==> src/rtl/core/pca_pkg.sv <==
// ----------------------------------------------------------------------------
// pca_pkg
// Types, codes and defaults shared by the preemptive channel allocator.
// ----------------------------------------------------------------------------
package pca_pkg;

   // Defaults for the top-level parameters.
   localparam int NUM_CHANNELS_DEF = 16;
   localparam int ID_BITS_DEF      = 16;

   // Fixed field widths of the request and response words.
   localparam int FUNC_BITS   = 3;
   localparam int CHAN_BITS   = 8;
   localparam int UID_BITS    = 16;
   localparam int STATUS_BITS = 2;
   localparam int CST_BITS    = 2;
   localparam int COUNT_BITS  = 9;

   // Configuration port.
   localparam int CSR_IDX_BITS  = 1;
   localparam int CSR_DATA_BITS = 9;
   localparam logic [CSR_IDX_BITS-1:0] CSR_MODE     = 1'b0;
   localparam logic [CSR_IDX_BITS-1:0] CSR_RESERVED = 1'b1;
   localparam logic [CSR_DATA_BITS-1:0] RESERVED_RST = 9'd4;

   // Request function codes.
   typedef enum logic [FUNC_BITS-1:0] {
      FN_ASSIGN      = 3'd0,
      FN_SEC_RELEASE = 3'd1,
      FN_PRI_OCCUPY  = 3'd2,
      FN_PRI_RELEASE = 3'd3,
      FN_QUERY       = 3'd4
   } func_type;

   // Response status codes.
   typedef enum logic [STATUS_BITS-1:0] {
      RS_OK      = 2'd0,
      RS_RANGE   = 2'd1,
      RS_NOFREE  = 2'd2,
      RS_NOTHELD = 2'd3
   } status_type;

   // Channel state codes as reported in a response.
   typedef enum logic [CST_BITS-1:0] {
      CS_FREE = 2'd0,
      CS_PRIM = 2'd1,
      CS_SEC  = 2'd2
   } chst_type;

   // Sequencer states.
   typedef enum logic [1:0] {
      FSM_IDLE,
      FSM_SRCH,
      FSM_EXEC
   } fsm_type;

endpackage

==> src/rtl/core/pca_intf.sv <==
// ----------------------------------------------------------------------------
// pca_intf
// Valid/ready channels carrying request and response words of the allocator.
// ----------------------------------------------------------------------------
interface pca_req_if;
   logic                          valid;
   logic                          ready;
   logic [pca_pkg::FUNC_BITS-1:0] func;
   logic [pca_pkg::CHAN_BITS-1:0] channel;
   logic [pca_pkg::UID_BITS-1:0]  user_id;

   modport source (output valid, func, channel, user_id, input ready);
   modport sink   (input valid, func, channel, user_id, output ready);
endinterface

interface pca_rsp_if;
   logic                            valid;
   logic                            ready;
   logic [pca_pkg::STATUS_BITS-1:0] status;
   logic [pca_pkg::CHAN_BITS-1:0]   result_channel;
   logic [pca_pkg::CST_BITS-1:0]    channel_state;
   logic [pca_pkg::UID_BITS-1:0]    occupant_id;
   logic                            ousted_valid;
   logic [pca_pkg::UID_BITS-1:0]    ousted_id;
   logic [pca_pkg::COUNT_BITS-1:0]  free_count;

   modport source (output valid, status, result_channel, channel_state, occupant_id,
                   ousted_valid, ousted_id, free_count, input ready);
   modport sink   (input valid, status, result_channel, channel_state, occupant_id,
                   ousted_valid, ousted_id, free_count, output ready);
endinterface

==> src/rtl/core/pca_ram.sv <==
// ----------------------------------------------------------------------------
// pca_ram
// Simple dual-port RAM: one write port, one read port with registered data.
// ----------------------------------------------------------------------------
module pca_ram #(
   parameter int WIDTH = 17,
   parameter int DEPTH = 16
) (
   input  logic                     clock,
   input  logic                     wr_en,
   input  logic [$clog2(DEPTH)-1:0] wr_addr,
   input  logic [WIDTH-1:0]         wr_data,
   input  logic                     rd_en,
   input  logic [$clog2(DEPTH)-1:0] rd_addr,
   output logic [WIDTH-1:0]         rd_data
);

   logic [WIDTH-1:0] mem_ff [DEPTH];
   logic [WIDTH-1:0] rd_data_ff;

   // Storage array and registered read.
   always_ff @(posedge clock) begin
      if (wr_en) begin
         mem_ff[wr_addr] <= wr_data;
      end
      if (rd_en) begin
         rd_data_ff <= mem_ff[rd_addr];
      end
   end

   assign rd_data = rd_data_ff;

endmodule

==> src/rtl/core/preemptive_channel_allocator.sv <==
// ----------------------------------------------------------------------------
// preemptive_channel_allocator
// Channel table shared by primary and preempted secondary users.
//
//   channel   direction  word contents
//   req_ch    in         func, channel, user_id
//   rsp_ch    out        status, result_channel, channel_state, occupant_id,
//                        ousted_valid, ousted_id, free_count
//   csr_*     in         scenario_mode (index 0), reserved_channels (index 1)
//
// Each request word passes three steps: accept with the owner RAM read, a
// registered per-group first-free search, then execute and write back. The
// next word is accepted the cycle after write back.
// A response waits in the output register; only the execute step holds while
// that register is still full.
// Synchronous reset marks every channel free directly; no clearing pass.
// ----------------------------------------------------------------------------
module preemptive_channel_allocator #(
   parameter int NUM_CHANNELS = pca_pkg::NUM_CHANNELS_DEF,
   parameter int ID_BITS      = pca_pkg::ID_BITS_DEF
) (
   input  logic                               clock,
   input  logic                               reset,
   pca_req_if.sink                            req_ch,
   pca_rsp_if.source                          rsp_ch,
   input  logic                               csr_we,
   input  logic [pca_pkg::CSR_IDX_BITS-1:0]   csr_index,
   input  logic [pca_pkg::CSR_DATA_BITS-1:0]  csr_wdata
);

   localparam int CH_BITS  = $clog2(NUM_CHANNELS);
   localparam int CNT_BITS = $clog2(NUM_CHANNELS + 1);
   localparam int GRP      = (NUM_CHANNELS < 16) ? NUM_CHANNELS : 16;
   localparam int NGRP     = (NUM_CHANNELS + GRP - 1) / GRP;
   localparam int GB       = $clog2(GRP);
   localparam int PADN     = NGRP * GRP;
   localparam int RAM_W    = ID_BITS + 1;

   // Configuration registers.
   logic                               mode_ff;
   logic [pca_pkg::CSR_DATA_BITS-1:0]  reserved_ff;

   // Sequencer and captured request.
   pca_pkg::fsm_type                   state_ff, state_in;
   logic [pca_pkg::FUNC_BITS-1:0]      func_ff;
   logic [pca_pkg::CHAN_BITS-1:0]      chan_ff;
   logic [ID_BITS-1:0]                 uid_ff;

   // Channel occupancy flags and free count.
   logic [NUM_CHANNELS-1:0]            free_ff, free_in;
   logic [CNT_BITS-1:0]                cnt_ff, cnt_in;

   // Per-group search results.
   logic [NGRP-1:0]                    up_hit_ff, lo_hit_ff;
   logic [GB-1:0]                      up_off_ff [NGRP];
   logic [GB-1:0]                      lo_off_ff [NGRP];
   logic [NGRP-1:0]                    up_hit_in, lo_hit_in;
   logic [GB-1:0]                      up_off_in [NGRP];
   logic [GB-1:0]                      lo_off_in [NGRP];
   logic [PADN-1:0]                    up_vec, lo_vec;

   // Response register.
   logic                               rsp_valid_ff;
   logic [pca_pkg::STATUS_BITS-1:0]    rsp_status_ff, rsp_status_in;
   logic [pca_pkg::CHAN_BITS-1:0]      rsp_chan_ff, rsp_chan_in;
   logic [pca_pkg::CST_BITS-1:0]       rsp_cst_ff, rsp_cst_in;
   logic [pca_pkg::UID_BITS-1:0]       rsp_occ_ff, rsp_occ_in;
   logic                               rsp_ov_ff, rsp_ov_in;
   logic [pca_pkg::UID_BITS-1:0]       rsp_oid_ff, rsp_oid_in;

   // Owner RAM: {secondary flag, owner id}, meaningful only while held.
   logic                               ram_we, ram_re;
   logic [CH_BITS-1:0]                 ram_waddr;
   logic [RAM_W-1:0]                   ram_wdata, ram_rdata;

   // Execute step signals.
   logic                               fire, accept;
   logic [CH_BITS-1:0]                 ch_idx;
   logic                               in_range;
   logic                               cur_free, cur_sec, cur_prim;
   logic [ID_BITS-1:0]                 cur_owner;
   logic [pca_pkg::CST_BITS-1:0]       cur_code;
   logic [pca_pkg::UID_BITS-1:0]       cur_occ;
   logic                               found_up, found_lo;
   logic [CH_BITS-1:0]                 pick_up, pick_lo, pick;

   pca_ram #(
      .WIDTH (RAM_W),
      .DEPTH (NUM_CHANNELS)
   ) u_owner_ram (
      .clock   (clock),
      .wr_en   (ram_we),
      .wr_addr (ram_waddr),
      .wr_data (ram_wdata),
      .rd_en   (ram_re),
      .rd_addr (CH_BITS'(req_ch.channel)),
      .rd_data (ram_rdata)
   );

   // Configuration writes.
   always_ff @(posedge clock) begin
      if (reset) begin
         mode_ff     <= 1'b0;
         reserved_ff <= pca_pkg::RESERVED_RST;
      end else if (csr_we) begin
         unique case (csr_index)
            pca_pkg::CSR_MODE:     mode_ff     <= csr_wdata[0];
            pca_pkg::CSR_RESERVED: reserved_ff <= csr_wdata;
            default:               mode_ff     <= mode_ff;
         endcase
      end
   end

   // Sequencer: next state and handshake outputs.
   assign fire = (state_ff == pca_pkg::FSM_EXEC) && (!rsp_valid_ff || rsp_ch.ready);

   always_comb begin
      state_in     = state_ff;
      req_ch.ready = 1'b0;
      unique case (state_ff)
         pca_pkg::FSM_IDLE: begin
            req_ch.ready = 1'b1;
            if (req_ch.valid) begin
               state_in = pca_pkg::FSM_SRCH;
            end
         end
         pca_pkg::FSM_SRCH: begin
            state_in = pca_pkg::FSM_EXEC;
         end
         pca_pkg::FSM_EXEC: begin
            if (fire) begin
               state_in = pca_pkg::FSM_IDLE;
            end
         end
         default: begin
            state_in = pca_pkg::FSM_IDLE;
         end
      endcase
   end

   assign accept = req_ch.valid && req_ch.ready;
   assign ram_re = accept;

   // Free channels split into the upper range and, in mode 1, the lower range.
   always_comb begin
      up_vec = '0;
      lo_vec = '0;
      for (int i = 0; i < NUM_CHANNELS; i++) begin
         up_vec[i] = free_ff[i] && (9'(i) >= reserved_ff);
         lo_vec[i] = free_ff[i] && (9'(i) < reserved_ff) && mode_ff;
      end
   end

   // First free channel inside each group.
   always_comb begin
      for (int g = 0; g < NGRP; g++) begin
         up_hit_in[g] = 1'b0;
         lo_hit_in[g] = 1'b0;
         up_off_in[g] = '0;
         lo_off_in[g] = '0;
         for (int k = GRP - 1; k >= 0; k--) begin
            if (up_vec[g * GRP + k]) begin
               up_hit_in[g] = 1'b1;
               up_off_in[g] = GB'(k);
            end
            if (lo_vec[g * GRP + k]) begin
               lo_hit_in[g] = 1'b1;
               lo_off_in[g] = GB'(k);
            end
         end
      end
   end

   // First group with a hit gives the channel picked by an assign.
   always_comb begin
      found_up = 1'b0;
      found_lo = 1'b0;
      pick_up  = '0;
      pick_lo  = '0;
      for (int g = NGRP - 1; g >= 0; g--) begin
         if (up_hit_ff[g]) begin
            found_up = 1'b1;
            pick_up  = CH_BITS'(g * GRP + int'(up_off_ff[g]));
         end
         if (lo_hit_ff[g]) begin
            found_lo = 1'b1;
            pick_lo  = CH_BITS'(g * GRP + int'(lo_off_ff[g]));
         end
      end
      pick = found_up ? pick_up : pick_lo;
   end

   // State of the addressed channel, from the flags and the owner RAM.
   assign ch_idx    = CH_BITS'(chan_ff);
   assign in_range  = {1'b0, chan_ff} < 9'(NUM_CHANNELS);
   assign cur_free  = free_ff[ch_idx];
   assign cur_sec   = !cur_free && ram_rdata[ID_BITS];
   assign cur_prim  = !cur_free && !ram_rdata[ID_BITS];
   assign cur_owner = ram_rdata[ID_BITS-1:0];
   assign cur_code  = cur_free ? pca_pkg::CS_FREE :
                      (cur_sec ? pca_pkg::CS_SEC : pca_pkg::CS_PRIM);
   assign cur_occ   = cur_sec ? pca_pkg::UID_BITS'(cur_owner) : '0;

   // Execute: decode the function, form the response and the write back.
   always_comb begin
      free_in       = free_ff;
      cnt_in        = cnt_ff;
      ram_we        = 1'b0;
      ram_waddr     = ch_idx;
      ram_wdata     = '0;
      rsp_status_in = pca_pkg::RS_OK;
      rsp_chan_in   = chan_ff;
      rsp_cst_in    = pca_pkg::CS_FREE;
      rsp_occ_in    = '0;
      rsp_ov_in     = 1'b0;
      rsp_oid_in    = '0;
      if (func_ff == pca_pkg::FN_ASSIGN) begin
         if (found_up || found_lo) begin
            free_in[pick] = 1'b0;
            cnt_in        = cnt_ff - CNT_BITS'(1);
            ram_we        = fire;
            ram_waddr     = pick;
            ram_wdata     = {1'b1, uid_ff};
            rsp_chan_in   = pca_pkg::CHAN_BITS'(pick);
            rsp_cst_in    = pca_pkg::CS_SEC;
            rsp_occ_in    = pca_pkg::UID_BITS'(uid_ff);
         end else begin
            rsp_status_in = pca_pkg::RS_NOFREE;
            rsp_chan_in   = '0;
         end
      end else if (!in_range) begin
         rsp_status_in = pca_pkg::RS_RANGE;
      end else begin
         unique case (func_ff)
            pca_pkg::FN_SEC_RELEASE: begin
               if (cur_sec && (cur_owner == uid_ff)) begin
                  free_in[ch_idx] = 1'b1;
                  cnt_in          = cnt_ff + CNT_BITS'(1);
               end else begin
                  rsp_status_in = pca_pkg::RS_NOTHELD;
                  rsp_cst_in    = cur_code;
                  rsp_occ_in    = cur_occ;
               end
            end
            pca_pkg::FN_PRI_OCCUPY: begin
               rsp_cst_in = pca_pkg::CS_PRIM;
               if (!cur_prim) begin
                  ram_we    = fire;
                  ram_wdata = '0;
               end
               if (cur_sec) begin
                  rsp_ov_in  = 1'b1;
                  rsp_oid_in = pca_pkg::UID_BITS'(cur_owner);
               end
               if (cur_free) begin
                  free_in[ch_idx] = 1'b0;
                  cnt_in          = cnt_ff - CNT_BITS'(1);
               end
            end
            pca_pkg::FN_PRI_RELEASE: begin
               if (cur_prim) begin
                  free_in[ch_idx] = 1'b1;
                  cnt_in          = cnt_ff + CNT_BITS'(1);
               end else begin
                  rsp_status_in = pca_pkg::RS_NOTHELD;
                  rsp_cst_in    = cur_code;
                  rsp_occ_in    = cur_occ;
               end
            end
            default: begin
               rsp_cst_in = cur_code;
               rsp_occ_in = cur_occ;
            end
         endcase
      end
   end

   // Control registers.
   always_ff @(posedge clock) begin
      if (reset) begin
         state_ff     <= pca_pkg::FSM_IDLE;
         free_ff      <= '1;
         cnt_ff       <= CNT_BITS'(NUM_CHANNELS);
         rsp_valid_ff <= 1'b0;
      end else begin
         state_ff <= state_in;
         if (fire) begin
            free_ff      <= free_in;
            cnt_ff       <= cnt_in;
            rsp_valid_ff <= 1'b1;
         end else if (rsp_ch.ready) begin
            rsp_valid_ff <= 1'b0;
         end
      end
   end

   // Request capture, search results and response payload.
   always_ff @(posedge clock) begin
      if (accept) begin
         func_ff <= req_ch.func;
         chan_ff <= req_ch.channel;
         uid_ff  <= ID_BITS'(req_ch.user_id);
      end
      if (state_ff == pca_pkg::FSM_SRCH) begin
         up_hit_ff <= up_hit_in;
         lo_hit_ff <= lo_hit_in;
         up_off_ff <= up_off_in;
         lo_off_ff <= lo_off_in;
      end
      if (fire) begin
         rsp_status_ff <= rsp_status_in;
         rsp_chan_ff   <= rsp_chan_in;
         rsp_cst_ff    <= rsp_cst_in;
         rsp_occ_ff    <= rsp_occ_in;
         rsp_ov_ff     <= rsp_ov_in;
         rsp_oid_ff    <= rsp_oid_in;
      end
   end

   // Response outputs.
   assign rsp_ch.valid          = rsp_valid_ff;
   assign rsp_ch.status         = rsp_status_ff;
   assign rsp_ch.result_channel = rsp_chan_ff;
   assign rsp_ch.channel_state  = rsp_cst_ff;
   assign rsp_ch.occupant_id    = rsp_occ_ff;
   assign rsp_ch.ousted_valid   = rsp_ov_ff;
   assign rsp_ch.ousted_id      = rsp_oid_ff;
   assign rsp_ch.free_count     = pca_pkg::COUNT_BITS'(cnt_ff);

   // The free count always matches the number of free flags.
   a_count_matches: assert property (@(posedge clock) disable iff (reset)
      int'(cnt_ff) == $countones(free_ff))
      else $error("free count differs from free flags");

   // A blocked response holds the execute step, so nothing is applied twice.
   a_exec_holds: assert property (@(posedge clock) disable iff (reset)
      (state_ff == pca_pkg::FSM_EXEC && rsp_valid_ff && !rsp_ch.ready)
      |=> (state_ff == pca_pkg::FSM_EXEC))
      else $error("execute step left while response blocked");

   // The owner RAM is written only in the execute step that issues a response.
   a_write_on_fire: assert property (@(posedge clock) disable iff (reset)
      ram_we |=> rsp_valid_ff)
      else $error("owner RAM written without a response");

endmodule
==> src/flat_wrapper.sv <==
// flat-port wrapper written by rule: the top's interface ports become plain ports
module preemptive_channel_allocator_flat 
#(
   parameter int NUM_CHANNELS = pca_pkg::NUM_CHANNELS_DEF,
   parameter int ID_BITS      = pca_pkg::ID_BITS_DEF
)
  (clock, reset, csr_we, csr_index, csr_wdata, req_ch_valid, req_ch_func, req_ch_channel, req_ch_user_id, req_ch_ready, rsp_ch_valid, rsp_ch_status, rsp_ch_result_channel, rsp_ch_channel_state, rsp_ch_occupant_id, rsp_ch_ousted_valid, rsp_ch_ousted_id, rsp_ch_free_count, rsp_ch_ready);
  pca_req_if req_ch_i ();
  pca_rsp_if rsp_ch_i ();
  input  logic clock;
  input  logic reset;
  input  logic csr_we;
  input  logic [pca_pkg::CSR_IDX_BITS-1:0] csr_index;
  input  logic [pca_pkg::CSR_DATA_BITS-1:0] csr_wdata;
  input wire logic [$bits(req_ch_i.valid)-1:0] req_ch_valid;
  input wire logic [$bits(req_ch_i.func)-1:0] req_ch_func;
  input wire logic [$bits(req_ch_i.channel)-1:0] req_ch_channel;
  input wire logic [$bits(req_ch_i.user_id)-1:0] req_ch_user_id;
  output wire logic [$bits(req_ch_i.ready)-1:0] req_ch_ready;
  output wire logic [$bits(rsp_ch_i.valid)-1:0] rsp_ch_valid;
  output wire logic [$bits(rsp_ch_i.status)-1:0] rsp_ch_status;
  output wire logic [$bits(rsp_ch_i.result_channel)-1:0] rsp_ch_result_channel;
  output wire logic [$bits(rsp_ch_i.channel_state)-1:0] rsp_ch_channel_state;
  output wire logic [$bits(rsp_ch_i.occupant_id)-1:0] rsp_ch_occupant_id;
  output wire logic [$bits(rsp_ch_i.ousted_valid)-1:0] rsp_ch_ousted_valid;
  output wire logic [$bits(rsp_ch_i.ousted_id)-1:0] rsp_ch_ousted_id;
  output wire logic [$bits(rsp_ch_i.free_count)-1:0] rsp_ch_free_count;
  input wire logic [$bits(rsp_ch_i.ready)-1:0] rsp_ch_ready;
  assign req_ch_i.valid = req_ch_valid;
  assign req_ch_i.func = req_ch_func;
  assign req_ch_i.channel = req_ch_channel;
  assign req_ch_i.user_id = req_ch_user_id;
  assign req_ch_ready = req_ch_i.ready;
  assign rsp_ch_valid = rsp_ch_i.valid;
  assign rsp_ch_status = rsp_ch_i.status;
  assign rsp_ch_result_channel = rsp_ch_i.result_channel;
  assign rsp_ch_channel_state = rsp_ch_i.channel_state;
  assign rsp_ch_occupant_id = rsp_ch_i.occupant_id;
  assign rsp_ch_ousted_valid = rsp_ch_i.ousted_valid;
  assign rsp_ch_ousted_id = rsp_ch_i.ousted_id;
  assign rsp_ch_free_count = rsp_ch_i.free_count;
  assign rsp_ch_i.ready = rsp_ch_ready;
  preemptive_channel_allocator #(.NUM_CHANNELS(NUM_CHANNELS), .ID_BITS(ID_BITS)) u_core (.clock(clock), .reset(reset), .req_ch(req_ch_i), .rsp_ch(rsp_ch_i), .csr_we(csr_we), .csr_index(csr_index), .csr_wdata(csr_wdata));
endmodule
==> config.mk <==
export PLATFORM = sky130hd
export DESIGN_NAME = preemptive_channel_allocator_flat
export DESIGN_NICKNAME = d
export VERILOG_FILES = /design/src/rtl/core/pca_pkg.sv /design/src/rtl/core/pca_intf.sv /design/src/rtl/core/pca_ram.sv /design/src/rtl/core/preemptive_channel_allocator.sv /design/src/flat_wrapper.sv
export SDC_FILE = /design/constraint.sdc
export NUM_CORES = 1
export LEC_CHECK = 0
export BUFFER_PORTS_ARGS = -buffer_cell sky130_fd_sc_hd__buf_2
export CORE_UTILIZATION = 55
export CTS_BUF_LIST = sky130_fd_sc_hd__clkbuf_8
export DETAILED_ROUTE_END_ITERATION = 10
export GPL_TIMING_DRIVEN = 0
export PLACE_DENSITY = 0.77
export SYNTH_ARGS = -nofsm -noshare
export SYNTH_HDL_FRONTEND = slang
export SYNTH_HIERARCHICAL = 1
export SYNTH_SLANG_ARGS = --single-unit
export TNS_END_PERCENT = 10
==> constraint.sdc <==
create_clock -name clock -period 7.25 [get_ports clock]
set_input_delay 1.45 -clock clock [delete_from_list [all_inputs] [get_ports clock]]
set_output_delay 1.45 -clock clock [all_outputs]
set_load 0.1 [all_outputs]
-- After elaboration in Yosys (flattened, before gate mapping)
Memory sizes are Yosys's and may differ from the RTL's. A register that Yosys moved wholly into a read port is not among the register bits.
Cells that the tools add are included.
- register bits after elaboration: 116
- bits in latches: 0
- bits in writable memories: 272
- ROM bits: 0
- output and inout bits: 56
- word-level logic and storage cells: 261
- memories: 1
- memories (name ; words ; bits a word ; read ports ; clocked after Yosys merged registers in ; write ports ; RTL line ; text):
    u_core.u_owner_ram.mem_ff ; 16 ; 17 ; 1 ; 1 ; 1 ; pca_ram.sv:18 ; logic [WIDTH-1:0] mem_ff [DEPTH];
- $add $sub $neg: 2
- multipliers: 0
- div/mod/pow operators: 0
- order comparisons: 37
- equality and inequality tests: 12
- shifts and indexed selects: 0
- multiplexer cells: 98
- bitwise logic cells: 8
- reduce and logical (&&, ||, !) cells: 78
- operators with widths (cell ; number):
    2-to-1 mux 16 bit ; 12
    one-hot mux 16 bit (3 select lines) ; 2
    2-to-1 mux 4 bit ; 22
    >= comparator 4 x 9 -> 1 bit, first input constant ; 8
    less-than comparator 4 x 9 -> 1 bit, first input constant ; 8
    logical AND 1 bit ; 55
    >= comparator 3 x 9 -> 1 bit, first input constant ; 4
    less-than comparator 3 x 9 -> 1 bit, first input constant ; 4
    2-to-1 mux 2 bit ; 18
    2-to-1 mux 17 bit ; 2
    AND 16 bit ; 2
    inverter 16 bit ; 2
    2-to-1 mux 5 bit ; 6
    OR reduction 15 bit ; 2
    2-to-1 mux 3 bit ; 8
    2-to-1 mux 1 bit ; 20
    >= comparator 1 x 9 -> 1 bit, first input constant ; 2
    >= comparator 2 x 9 -> 1 bit, first input constant ; 2
    less-than comparator 1 x 9 -> 1 bit, first input constant ; 2
    less-than comparator 2 x 9 -> 1 bit, first input constant ; 2
    equality test 16 bit ; 1
    bitwise OR 16 bit ; 1
    OR reduction 8 bit ; 2
    one-hot mux 5 bit (3 select lines) ; 1
    29 further kinds ; 47

-- Longest topological paths before layout
- depth after elaboration: 18
- depth in mapped cells: 9

-- By module
Netlist, hierarchy kept.
- by module, submodules not included (module ; times used ; cells an instance ; area an instance (sq um)):
    pca_ram ; 1 ; 458 ; 10807.9
    preemptive_channel_allocator ; 1 ; 624 ; 6238.5

-- Worst setup path before layout
No wires, ideal clock.
- path kind: input -> register
- start: in rsp_ch_ready
- end: mem u_core.u_owner_ram.mem_ff[0][0] (enable)
- arrival: 5.620 ns
- setup slack: 1.218 ns
- stages on the path: 5
- buffers on the path: 0
- cells stage by stage: nor2b_1 -> nor2_1 -> and3_1 -> or3b_2 -> nor3_1
- word-level cells in the longest chain between the ends: 8
- elaborated cells between the ends (all ways): 9
- RTL lines (what ; RTL line ; text):
    start: declaration ; flat_wrapper.sv:28 ; input wire logic [$bits(rsp_ch_i.ready)-1:0] rsp_ch_ready;
    logical OR 1 bit * ; preemptive_channel_allocator.sv:115 ; assign fire = (state_ff == pca_pkg::FSM_EXEC) && (!rsp_valid_ff || rsp_ch.ready);
    logical AND 1 bit * ; preemptive_channel_allocator.sv:115 ;
    via u_core.fire ; preemptive_channel_allocator.sv:77 ; logic fire, accept;
    2-to-1 mux 1 bit ; preemptive_channel_allocator.sv:247 ; if (!cur_prim) begin
    2-to-1 mux 1 bit ; preemptive_channel_allocator.sv:234 ; unique case (func_ff)
    2-to-1 mux 1 bit ; preemptive_channel_allocator.sv:231 ; end else if (!in_range) begin
    2-to-1 mux 1 bit * ; preemptive_channel_allocator.sv:217 ; if (func_ff == pca_pkg::FN_ASSIGN) begin
    via u_core.ram_we ; preemptive_channel_allocator.sv:72 ; logic ram_we, ram_re;
    2-to-1 mux 1 bit * ; pca_ram.sv:23 ; if (wr_en) begin
    2-to-1 mux 1 bit (implied by the code) * ; pca_ram.sv:24 ; mem_ff[wr_addr] <= wr_data;
    end: declaration ; pca_ram.sv:18 ;
Mark *: on every way through the listed nets, which the timed path passes. The rest lies on a longest branch.

-- Worst setup path in the final report
- start: reg u_core.up_hit_ff
- end: mem u_core.u_owner_ram.mem_ff[0][13] (enable)
- elaborated cells between the ends (all ways): 10
- RTL lines (what ; RTL line ; text):
    start: declaration ; preemptive_channel_allocator.sv:54 ; logic [NGRP-1:0] up_hit_ff, lo_hit_ff;
    start signal: assignment ; preemptive_channel_allocator.sv:305 ; up_hit_ff <= up_hit_in;
    2-to-1 mux 4 bit or 2-to-1 mux 1 bit (tied branches) ; preemptive_channel_allocator.sv:181 ; if (up_hit_ff[g]) begin
    2-to-1 mux 4 bit or logical OR 1 bit (tied branches) ; preemptive_channel_allocator.sv:190, preemptive_channel_allocator.sv:218 ;
    2-to-1 mux 4 bit * ; preemptive_channel_allocator.sv:218 ; if (found_up || found_lo) begin
    2-to-1 mux 4 bit * ; preemptive_channel_allocator.sv:217 ;
    via u_core.ram_waddr[3] ; preemptive_channel_allocator.sv:73 ; logic [CH_BITS-1:0] ram_waddr;
Marked as above.

==> flow_summary.ini <==
[run_status]
status = completed

[logic_synthesis]
async_reset_ff_share_pct = 0
ys_seq_area_share_pct = 69.35
synthCells = 1082
synthXorXnorAreaFrac_pct = 0.8735
synth_edf_count = 371
syn_area_um2 = 17050
yosys_warnings = 6
synth.area.mux_share_pct = 10.07
synth_simple_gate_area_share_pct = 8.191
synth_ff_type = edfxtp_1
synth_compound_area_share_pct = 8.969
syn_area_per_cell_um2 = 15.75
ys_seq_elements = 405
synthAdderAreaFrac_pct = 0.2642
synth_top_family_by_area = multiplexers
synth_cell_types = 66

[placed_design]
place_ws_ns = 2.740
numPortBuffers = 92
gp_congestion = 0.9168
dp_hpwl_um = 27190

[power]
internal_power_mw = 3.603
switching_power_mw = 1.182
switching_share_pct = 24.70
p_seq_share_pct = 54.3
power_frac_comb_pct = 7.7
power_density_nw_per_um2 = 245.3
power_leakage_nw = 7.085
peakVddDrop_mv = 0.1399
clockPowerShare_pct = 38.0

[detailed_routing]
postRouteAntennaNets = 0
post_drt_wl_per_cell_um = 23.53
drtIter0Drc = 1284
dr.pass1.iters = 8
met3_length_um = 4083
wl_met1_um = 17020
route.met2.wl_um = 17970
vias_per_cell = 6.233
vias = 10640
wl_um = 40170
highest_layer = met4
remaining_drc_errors = 0

[cells_and_area]
areaGrowthSynthToFinish_pct = 14.45
nNetsFinal = 1305
fill_cells = 2120
drive_gt1_share_pct = 23.61
final_util_pct = 63.94

[global_routing]
grt.overflow.total = 0
grt_usage_pct = 25.70
grt_pass1_vias = 10161
grt_pass1_wl_um = 59310
grt_max_degree = 41
antenna_found_initial = 2

[cts]
clk-insertion-delay-late_ns = 0.61
path_clk_slew_ns = 0.07
hold_buffers = 0
clock_sinks = 405
cts_tree = yes
htree_levels = 3
root_buffer = clkbuf_8
numCtsBuffers = 66
cts_max_path_buffers = 3
post-cts-setup-buffers = 0
cts.repair.resized = 0

[timing]
skew_ns = 0.03969
fin_ws_ns = 3.008
fmax_mhz = 235.7
tightest_slew_ns = 1.221
rsz0062_at_grt = false
max_slew_margin_pct = 18.62
layout_min_cycle_time_ns = 4.242
slew_viol_final = 0
hold_viol_final = 0
setup-violations-final = 0
finalCritPeriodShare_pct = 58.52

[worst_setup_path]
r2r-start = u_core/up_hit_ff$_SDFFCE_PP1N_
r2r_slack_ns = 3.01
worstPathArrival_ns = 4.54
required_ns = 7.55
critPathCaptureType = flip-flop
reg2reg_depth = 9
criticalPathCategory = reg -> reg
slowest_delay_ns = 0.74
path_cells = clkbuf_1, nor2b_1, clkbuf_1, a22oi_1, o21ai_0, a21o_1, or3b_2, nor3_2, buf_4
slowest_stage = a22oi_1
reg2reg_to = u_core/u_owner_ram/mem_ff[0][13]$_DFFE_PP_
cp_common_cell = clkbuf_1
crit_path_max_fanout = 10
start_kind = flip-flop

[floorplanning]
die_area_um2 = 31700
start_util_pct = 55.87
fp.dieW_um = 178.1
coreArea_um2 = 30510
io_pins = 98
num_rows = 64
die_h_um = 178.1

[hold_path]
min_from = u_core/reserved_ff[8]$_SDFFE_PP0P_
hold_depth = 2
min_path_type = reg -> reg
hold_end = u_core/reserved_ff[8]$_SDFFE_PP0P_

[run]
cap_violations = 0
-- sequential cells by signal, indices dropped and copies added, names as in the netlist, 8 cells and up, named ones only --
| register | cells |
|---|---|
| u_core/rsp_ch.ousted_id | 16 |
| u_core/chan_ff | 8 |
| u_core/rsp_ch.result_channel | 8 |
| u_core/reserved_ff | 9 |
| u_core/uid_ff | 16 |
| u_core/u_owner_ram/mem_ff | 272 |
| u_core/u_owner_ram/rd_data | 17 |
| u_core/rsp_ch.occupant_id | 16 |
-- kinds of logic (layout without fill, tap and decap cells) --
logic type               Yosys count  count (layout)
flip-flops                       405             405
multiplexers                      79              79
buffers and inverters             78             302
AND/OR/NAND/NOR                  282             282
AO/OA/AOI/OAI                    216             216
XOR/XNOR                          17              17
other                              1               6
adder cells (fa/ha/maj)            4               4
-- metal layers --
metal	global-route usage [%]	up-vias
met1	38.03	5294
met4	9.722	0
met3	5.861	88
li1	-	4661
met2	37.24	597
met5	0	-
-- critical path, delay by kind of cell (launching register included) --
kind / cells / cell delay [ns]
and+or+nand+nor: 3 / 1.35
buffers and inverters: 3 / 0.82
DFF: 1 / 0.34
AOI/OAI and AO/OA: 3 / 1.41
-- placed cells by master (no fill, tap or decap), drive strengths merged, types with 17 or more instances in the layout --
cell type  count
a21oi         42
buf          137
nor3          17
clkbuf       107
mux4          73
nor2          72
a22oi         41
inv           35
clkinv        21
a21o          22
edfxtp       371
dfxtp         34
nand2         72
and2          41
o21ai         40
-- Yosys cell counts (all sizes together) (7+ instances only) --
cell | number | share of area (%)
edfxtp | 371 | 65
mux4 | 73 | 9.7
nand2 | 72 | 1.6
nor2 | 72 | 1.6
a21oi | 42 | 1.2
a22oi | 41 | 1.8
and2 | 41 | 1.5
o21ai | 40 | 1.2
clkbuf | 39 | 0.88
dfxtp | 34 | 4.0
buf | 29 | 1.2
a21o | 22 | 0.97
nor3 | 17 | 0.50
nand4 | 16 | 0.59
nor2b | 16 | 0.59
a32o | 15 | 0.88
o41a | 15 | 0.99
xnor2 | 12 | 0.62
nand3 | 11 | 0.32
inv | 10 | 0.22
a21boi | 7 | 0.31
nand2b | 7 | 0.26
-- power groups by stage --
stage / registers, mW / clock network [mW] / logic [mW]
2_1_floorplan: 2.69 / 0 / 0.209
3_3_place_gp: 2.64 / 0 / 0.350
3_5_place_dp: 2.64 / 0 / 0.362
4_1_cts: 2.60 / 1.85 / 0.364
5_1_grt: 2.60 / 1.95 / 0.391
6_report: 2.60 / 1.82 / 0.368
-- worst max path at each step --
stage / start / cells after the start / slack, ns / to
final: u_core/up_hit_ff$_SDFFCE_PP1N_ / 9 / 3.01 / u_core/u_owner_ram/mem_ff[0][13]$_DFFE_PP_
after global routing: u_core/up_hit_ff$_SDFFCE_PP1N_ / 9 / 2.89 / u_core/u_owner_ram/mem_ff[0][13]$_DFFE_PP_
after CTS: u_core/up_hit_ff$_SDFFCE_PP1N_ / 9 / 3.08 / u_core/u_owner_ram/mem_ff[0][13]$_DFFE_PP_
after detailed placement: rsp_ch_ready / 8 / 2.74 / u_core/u_owner_ram/mem_ff[0][8]$_DFFE_PP_
after global placement: rsp_ch_ready / 6 / -0.75 / u_core/u_owner_ram/mem_ff[0][7]$_DFFE_PP_
after floorplan: rsp_ch_ready / 5 / 1.22 / u_core/u_owner_ram/mem_ff[0][0]$_DFFE_PP_
-- final cells by class --
class	count	area (um2)	area share, %
clock inverter	48	251.5	1.289
timing repair buffer	108	704.4	3.611
antenna	2	5.005	0.02565
buffer	68	347.8	1.783
inverter	10	37.54	0.1924
sequential	405	11820	60.60
multi-input combinational	602	4910	25.17
tap	396	495.5	2.540
clock buffer	68	935.9	4.797
-- through the flow --
stage	std cells	TNS [ns]	power (mW)	hold WS (ns)	instance area, um2
3_5_place_dp	1589	0	3.006	0.4511	18320
6_report	1707	0	4.785	0.4570	19510
4_1_cts	1705	0	4.812	0.4585	19500
3_3_place_gp	1573	-23.79	2.994	0.4421	18010
2_1_floorplan	1085	0	2.899	0.4308	17060
5_1_grt	1707	0	4.939	0.4883	19510
(Power assumes the default switching activity.)
